===== config.mk =====
export PLATFORM = sky130hd
export DESIGN_NAME = cursor_sequence_list_core
export DESIGN_NICKNAME = d
export VERILOG_FILES = /design/src/sv/csl_pkg.sv /design/src/sv/csl_cell.sv /design/src/sv/cursor_sequence_list_core.sv
export SDC_FILE = /design/constraint.sdc
export NUM_CORES = 2
export LEC_CHECK = 0
export BUFFER_PORTS_ARGS = -buffer_cell sky130_fd_sc_hd__buf_2
export CAP_MARGIN = 40
export CORE_ASPECT_RATIO = 1.75
export CORE_MARGIN = 2
export CORE_UTILIZATION = 30
export CTS_CLUSTER_DIAMETER = 120
export DETAILED_ROUTE_END_ITERATION = 6
export SLEW_MARGIN = 20
export SYNTH_ARGS = -nofsm -noshare
export SYNTH_HDL_FRONTEND = slang
export SYNTH_SLANG_ARGS = --single-unit
export TNS_END_PERCENT = 100

===== constraint.sdc =====
create_clock -name clk_i -period 7.55 [get_ports clk_i]
set_input_delay 1.1325 -clock clk_i [delete_from_list [all_inputs] [get_ports clk_i]]
set_output_delay 1.1325 -clock clk_i [all_outputs]
set_load 0.01 [all_outputs]

===== src/sv/csl_pkg.sv =====
// ----------------------------------------------------------------------------
// csl_pkg
// Shared types and constants for the cursor sequence list.
// ----------------------------------------------------------------------------
package csl_pkg;

  localparam int unsigned CMD_W   = 3;
  localparam int unsigned FIELD_W = 32;
  localparam int unsigned COUNT_W = 6;

  typedef enum logic [CMD_W-1:0] {
    CMD_START   = 3'd0,
    CMD_ADVANCE = 3'd1,
    CMD_INSERT  = 3'd2,
    CMD_ATTACH  = 3'd3,
    CMD_REMOVE  = 3'd4,
    CMD_QUERY   = 3'd5
  } cmd_e;

  typedef enum logic [1:0] {
    CELL_HOLD   = 2'd0,
    CELL_INSERT = 2'd1,
    CELL_REMOVE = 2'd2
  } cell_op_e;

endpackage


===== src/sv/csl_cell.sv =====
// ----------------------------------------------------------------------------
// csl_cell
// One list entry: holds a word; loads a neighbor's word or the inserted word.
// ----------------------------------------------------------------------------
module csl_cell import csl_pkg::*; #(
  parameter int unsigned WORD_WIDTH = 32,
  parameter int unsigned POS_W      = 6,
  parameter int unsigned CELL_IDX   = 0
) (
  input  logic                  clk_i,
  input  cell_op_e              op_i,
  input  logic [POS_W-1:0]      pos_i,
  input  logic [WORD_WIDTH-1:0] word_i,
  input  logic [WORD_WIDTH-1:0] lower_i,
  input  logic [WORD_WIDTH-1:0] upper_i,
  output logic [WORD_WIDTH-1:0] word_q_o,
  output logic [WORD_WIDTH-1:0] word_d_o
);

  localparam logic [POS_W-1:0] Idx = POS_W'(CELL_IDX);

  logic [WORD_WIDTH-1:0] word_q, word_d;

  always_comb begin
    word_d = word_q;
    case (op_i)
      CELL_INSERT: begin
        if (Idx > pos_i) begin
          word_d = lower_i;
        end else if (Idx == pos_i) begin
          word_d = word_i;
        end
      end
      CELL_REMOVE: begin
        if (Idx >= pos_i) begin
          word_d = upper_i;
        end
      end
      default: word_d = word_q;
    endcase
  end

  always_ff @(posedge clk_i) begin
    word_q <= word_d;
  end

  assign word_q_o = word_q;
  assign word_d_o = word_d;

endmodule


===== src/sv/cursor_sequence_list_core.sv =====
// ----------------------------------------------------------------------------
// cursor_sequence_list_core
// Ordered word list with a cursor, held in a row of shifting cells.
//
//   channel | signals                                   | dir
//   in      | in_valid_i, in_ready_o, command_i,        | in
//           | entry_word_i                              |
//   out     | out_valid_o, out_ready_i, current_word_o, | out
//           | has_current_o, item_count_o, error_flag_o |
//
// one command per cycle: the cells at and above the insert or remove point
// shift in the accept cycle; the result beat is registered at that same edge.
// a new beat is taken while the result register is empty or being drained.
// reset clears count, cursor and the result valid flag; cell words stay unset.
// a stalled output holds the input off until the result beat is taken.
// ----------------------------------------------------------------------------
module cursor_sequence_list_core import csl_pkg::*; #(
  parameter int unsigned LIST_CAPACITY = 32,
  parameter int unsigned WORD_WIDTH    = 32
) (
  input  logic               clk_i,
  input  logic               rst_ni,
  input  logic               in_valid_i,
  output logic               in_ready_o,
  input  logic [CMD_W-1:0]   command_i,
  input  logic [FIELD_W-1:0] entry_word_i,
  output logic               out_valid_o,
  input  logic               out_ready_i,
  output logic [FIELD_W-1:0] current_word_o,
  output logic               has_current_o,
  output logic [COUNT_W-1:0] item_count_o,
  output logic               error_flag_o
);

  localparam int unsigned PosW   = $clog2(LIST_CAPACITY + 1);
  localparam int unsigned IdxW   = $clog2(LIST_CAPACITY);
  localparam int unsigned InBits = (WORD_WIDTH < FIELD_W) ? WORD_WIDTH : FIELD_W;
  localparam int unsigned CntBits = (PosW < COUNT_W) ? PosW : COUNT_W;
  localparam logic [PosW-1:0] Cap = PosW'(LIST_CAPACITY);

  logic [PosW-1:0] cnt_q, cnt_d, cur_q, cur_d;
  logic            out_valid_q;
  logic            has_q, err_q, err_d;
  logic [FIELD_W-1:0] out_word_q, out_word_d;
  logic [PosW-1:0]    out_cnt_q;

  cell_op_e              cell_op;
  logic [PosW-1:0]       cell_pos;
  logic [WORD_WIDTH-1:0] entry_w;
  logic [WORD_WIDTH-1:0] cell_q [LIST_CAPACITY];
  logic [WORD_WIDTH-1:0] cell_d [LIST_CAPACITY];

  logic in_acc, present, full, has_d;
  cmd_e cmd;

  assign in_ready_o = !out_valid_q || out_ready_i;
  assign in_acc     = in_valid_i && in_ready_o;
  assign cmd        = cmd_e'(command_i);
  assign present    = cur_q < cnt_q;
  assign full       = cnt_q >= Cap;

  always_comb begin
    entry_w = '0;
    for (int i = 0; i < InBits; i++) begin
      entry_w[i] = entry_word_i[i];
    end
  end

  // command decode
  always_comb begin
    cnt_d    = cnt_q;
    cur_d    = cur_q;
    err_d    = 1'b0;
    cell_op  = CELL_HOLD;
    cell_pos = cur_q;
    if (in_acc) begin
      case (cmd)
        CMD_START: cur_d = '0;
        CMD_ADVANCE: begin
          if (!present) begin
            err_d = 1'b1;
          end else begin
            cur_d = cur_q + PosW'(1);
          end
        end
        CMD_INSERT: begin
          if (full) begin
            err_d = 1'b1;
          end else begin
            cell_op  = CELL_INSERT;
            cell_pos = present ? cur_q : '0;
            cur_d    = cell_pos;
            cnt_d    = cnt_q + PosW'(1);
          end
        end
        CMD_ATTACH: begin
          if (full) begin
            err_d = 1'b1;
          end else begin
            cell_op  = CELL_INSERT;
            cell_pos = present ? cur_q + PosW'(1) : cnt_q;
            cur_d    = cell_pos;
            cnt_d    = cnt_q + PosW'(1);
          end
        end
        CMD_REMOVE: begin
          if (!present) begin
            err_d = 1'b1;
          end else begin
            cell_op = CELL_REMOVE;
            cnt_d   = cnt_q - PosW'(1);
          end
        end
        default: cnt_d = cnt_q;
      endcase
    end
  end

  for (genvar k = 0; k < LIST_CAPACITY; k++) begin : g_cell
    logic [WORD_WIDTH-1:0] lower, upper;
    if (k == 0) begin : g_first
      assign lower = cell_q[k];
    end else begin : g_mid_lo
      assign lower = cell_q[k-1];
    end
    if (k == LIST_CAPACITY - 1) begin : g_last
      assign upper = cell_q[k];
    end else begin : g_mid_hi
      assign upper = cell_q[k+1];
    end
    csl_cell #(
      .WORD_WIDTH (WORD_WIDTH),
      .POS_W      (PosW),
      .CELL_IDX   (k)
    ) u_cell (
      .clk_i    (clk_i),
      .op_i     (cell_op),
      .pos_i    (cell_pos),
      .word_i   (entry_w),
      .lower_i  (lower),
      .upper_i  (upper),
      .word_q_o (cell_q[k]),
      .word_d_o (cell_d[k])
    );
  end

  // word at the new cursor
  assign has_d = cur_d < cnt_d;

  always_comb begin
    logic [WORD_WIDTH-1:0] sel;
    sel        = cell_d[cur_d[IdxW-1:0]];
    out_word_d = '0;
    if (has_d) begin
      for (int i = 0; i < InBits; i++) begin
        out_word_d[i] = sel[i];
      end
    end
  end

  always_ff @(posedge clk_i or negedge rst_ni) begin
    if (!rst_ni) begin
      cnt_q       <= '0;
      cur_q       <= '0;
      out_valid_q <= 1'b0;
    end else begin
      cnt_q <= cnt_d;
      cur_q <= cur_d;
      if (in_acc) begin
        out_valid_q <= 1'b1;
      end else if (out_ready_i) begin
        out_valid_q <= 1'b0;
      end
    end
  end

  always_ff @(posedge clk_i) begin
    if (in_acc) begin
      out_word_q <= out_word_d;
      has_q      <= has_d;
      err_q      <= err_d;
      out_cnt_q  <= cnt_d;
    end
  end

  always_comb begin
    item_count_o = '0;
    for (int i = 0; i < CntBits; i++) begin
      item_count_o[i] = out_cnt_q[i];
    end
  end

  assign out_valid_o    = out_valid_q;
  assign current_word_o = out_word_q;
  assign has_current_o  = has_q;
  assign error_flag_o   = err_q;

  a_cursor_in_range: assert property (@(posedge clk_i) disable iff (!rst_ni)
    cur_q <= cnt_q)
    else $error("cursor beyond count");

  a_count_in_range: assert property (@(posedge clk_i) disable iff (!rst_ni)
    cnt_q <= Cap)
    else $error("count beyond capacity");

  a_refused_keeps_count: assert property (@(posedge clk_i) disable iff (!rst_ni)
    in_acc && err_d |=> cnt_q == $past(cnt_q))
    else $error("refused command changed count");

  a_remove_drops_one: assert property (@(posedge clk_i) disable iff (!rst_ni)
    in_acc && cmd == CMD_REMOVE && !err_d |=> cnt_q == $past(cnt_q) - PosW'(1))
    else $error("remove did not drop one word");

  a_result_matches_state: assert property (@(posedge clk_i) disable iff (!rst_ni)
    in_acc |=> has_q == (cur_q < cnt_q))
    else $error("reported cursor state differs from held state");

endmodule


==> impl_metrics.json <==
{
  "drive_gt1_frac": 0.188,
  "clock_latency_ns": 0.87,
  "firstDrtPassIters": 7,
  "tns_ns": 0,
  "cts_buffers": 138,
  "post_cts_buffers": 0,
  "grt-ovfl-total": 0,
  "worstRegToRegCells": 18,
  "ctsResizeCount": 0,
  "port_buffers": 80,
  "crit_type": "flip-flop to flip-flop",
  "worstSetupStartpoint": "cur_q[5]",
  "cp_common_cell": "buf_4",
  "violations": "design-rule violations",
  "yosysMostFrequentCell": "dfxtp_1",
  "clock.fmax_ghz": 0.138,
  "cts_sinks": 1077,
  "synth_nets": 8955,
  "rows": 230,
  "synth_common_cells": "dfxtp_1 (1024), o21ai_0 (1006), nor2_1 (959)",
  "crit_chain": "ha_1, nand4_1, o21ai_4, inv_2, ha_1, a32o_1, a41o_1, buf_4, nor3_2, buf_12, nand2b_1, buf_4, o221a_2, o22a_1, o221ai_1, a211oi_1, buf_4, o221a_2",
  "syn_area_mm2": 0.0676,
  "pwr_density_cell_mw_per_mm2": 500,
  "wire_per_inst_um": 51.7,
  "cpMaxStageDelayCell": "dfrtp_1",
  "io_pins": 81,
  "globalplace.congestion": 1.12,
  "yosys.area.top_type_share": 0.303,
  "worst_pin_slew_ns": 1.14,
  "hold_violations": 0,
  "grt_max_degree": 91,
  "num-nets-final": 9280,
  "rr_endpoint": "current_word_o[6]",
  "dp_cells": 12000,
  "p_leak_uw": 0.0303,
  "synthFlopType": "dfxtp_1",
  "holdCritPathClass": "input pin to asynchronous set/reset pin",
  "endpoint_kind": "flip-flop",
  "fin_util": 0.371,
  "cts_max_level": 4,
  "register_area_mm2": 0.0220,
  "netlist_top_cells_area": "dfxtp_1 (30%), o21ai_0 (7.4%), o221ai_1 (6.7%), a21oi_1 (5.8%), nor2_1 (5.3%)",
  "maxSlewViolCount": 0,
  "async_reset_ff_frac": 0.0121,
  "multi_input_area_mm2": 0.0421,
  "worstPathArrival_ns": 7.85,
  "synthDistinctLibCells": 121,
  "setup_viol": 0,
  "yosysSeqAreaShare": 0.326,
  "syn_avg_cell_area_um2": 7.60,
  "synth_edf_count": 40,
  "die_area_mm2": 0.229,
  "grt_pass1_wl_um": 836000,
  "grt_pass1_vias": 86200,
  "start_util": 0.302,
  "startpoint_type": "flip-flop",
  "ys.warnings.count": 0,
  "cts_tree": "built",
  "fin_crit_ns": 7.25,
  "fill_cells": 23500,
  "die_w_um": 363,
  "hold_buffers": 0,
  "layout.cells.non_filler": 12300,
  "critPathRequiredTime_ns": 8.15,
  "skew_ns": 0.0590,
  "synth_seq_cells": 1077,
  "vdd_drop_max_mv": 0.285,
  "fin_crit_sh": 0.960,
  "drc": 70,
  "track_usage": 0.539,
  "clk_pin_slew_worst_paths_ns": 0.06,
  "relSlewSlack": 0.240,
  "drt_iter0_drc": 15300,
  "dp_hpwl_um": 472000,
  "drv_cap": 0,
  "antenna_left": 0,
  "reg2reg_slack_ns": 0.30,
  "status": "finished, violations left",
  "yosysTopAreaCell": "dfxtp_1",
  "holdWs_ns": 0.248,
  "rsz0062_at_grt": "no",
  "coreArea_mm2": 0.224,
  "root_buffer": "clkbuf_16",
  "syn_inst": 8900,
  "via_per_inst": 7.54,
  "area.growth.synth_to_final_pct": 22.9,
  "dpl_worst_slack_ns": 0.574,
  "slowest_delay_ns": 0.59,
  "cts_max_path_buffers": 4,
  "r2r_start": "cur_q[5]",
  "num_vias": 93100,
  "timing.final.ws_setup_ns": 0.301,
  "path_max_fanout": 30,
  "antenna_found_initial": 112,
  "totalWireLength_um": 639000,
  "dieHeight_um": 632
}
-- worst max path at each step --
stage | endpoint | slack [ns] | cells past startpoint
after floorplan | current_word_o[28] | 1.46 | 26
after global placement | current_word_o[14] | -0.29 | 15
after detailed placement | current_word_o[25] | 0.57 | 18
after CTS | current_word_o[31] | 0.72 | 21
after global routing | current_word_o[12] | 0.32 | 20
final | current_word_o[6] | 0.30 | 18
-- placed cells by master (no fill, tap or decap), types with 142 or more instances in the layout --
master / count
nor3_1: 163
nand3_1: 163
nand2_1: 577
nor2_1: 939
o21a_1: 145
a21oi_1: 782
clkbuf_16: 142
dfxtp_1: 1024
buf_4: 908
o22ai_1: 284
o221ai_1: 519
o21ai_0: 1000
mux2i_1: 143
-- kinds of logic after synthesis --
group           after synthesis  synth area share
compound gates             4144             0.414
xor+xnor                      8           0.00115
fa+ha+maj                    16           0.00296
buf+inv                    1084            0.0653
flops                      1077             0.326
mux                         192            0.0295
simple gates               2379             0.161
-- stage by stage --
| stage | instance area [um2] | total power, uW |
|---|---|---|
| after detailed placement | 78100 | 32400 |
| final | 83100 | 41500 |
| after global placement | 77700 | 32200 |
| after CTS | 82500 | 39400 |
| after floorplan | 67600 | 19200 |
| after global routing | 82900 | 41500 |
-- state kept, by name, summed over array words and instances (netlist names) --
register,flops
cnt_q,6
g_cell.u_cell.word_q_o,1024
cur_q,6
item_count_o,6
has_current_o,1
out_valid_o,1
current_word_o,32
error_flag_o,1
-- layer usage --
| layer | up-vias | routed length (um) | track usage |
|---|---|---|---|
| met1 | 44900 | 198000 | 0.526 |
| met4 | 36 | 97400 | 0.650 |
| met5 | - | 578 | 0.0124 |
| met3 | 3907 | 71500 | 0.212 |
| met2 | 9243 | 271000 | 0.802 |
| li1 | 35100 | - | - |
-- worst max-delay path, delay by kind of cell (launching register included) --
| family | cells | cell delay, ns |
|---|---|---|
| AOI/OAI and AO/OA | 8 | 2.80 |
| adders and majority gates | 2 | 0.70 |
| buffers and inverters | 5 | 1.56 |
| DFF | 1 | 0.59 |
| and+or+nand+nor | 3 | 1.27 |
-- where the power goes --
part	internal (uW)	switching, uW
clock	3910	3180
sequential	8540	3730
combinational	6460	15700
-- cell type report --
| class | instances | share of cell area |
|---|---|---|
| inverters | 112 | 0.00525 |
| diodes | 119 | 0.00358 |
| repair buffers | 1157 | 0.123 |
| clock buffers | 204 | 0.0486 |
| well taps | 2900 | 0.0437 |
| multi-input cells | 6739 | 0.507 |
| clock inverters | 37 | 0.00435 |
| flip-flops and latches | 1077 | 0.265 |
Note: power is estimated with default switching activity, not from simulation.
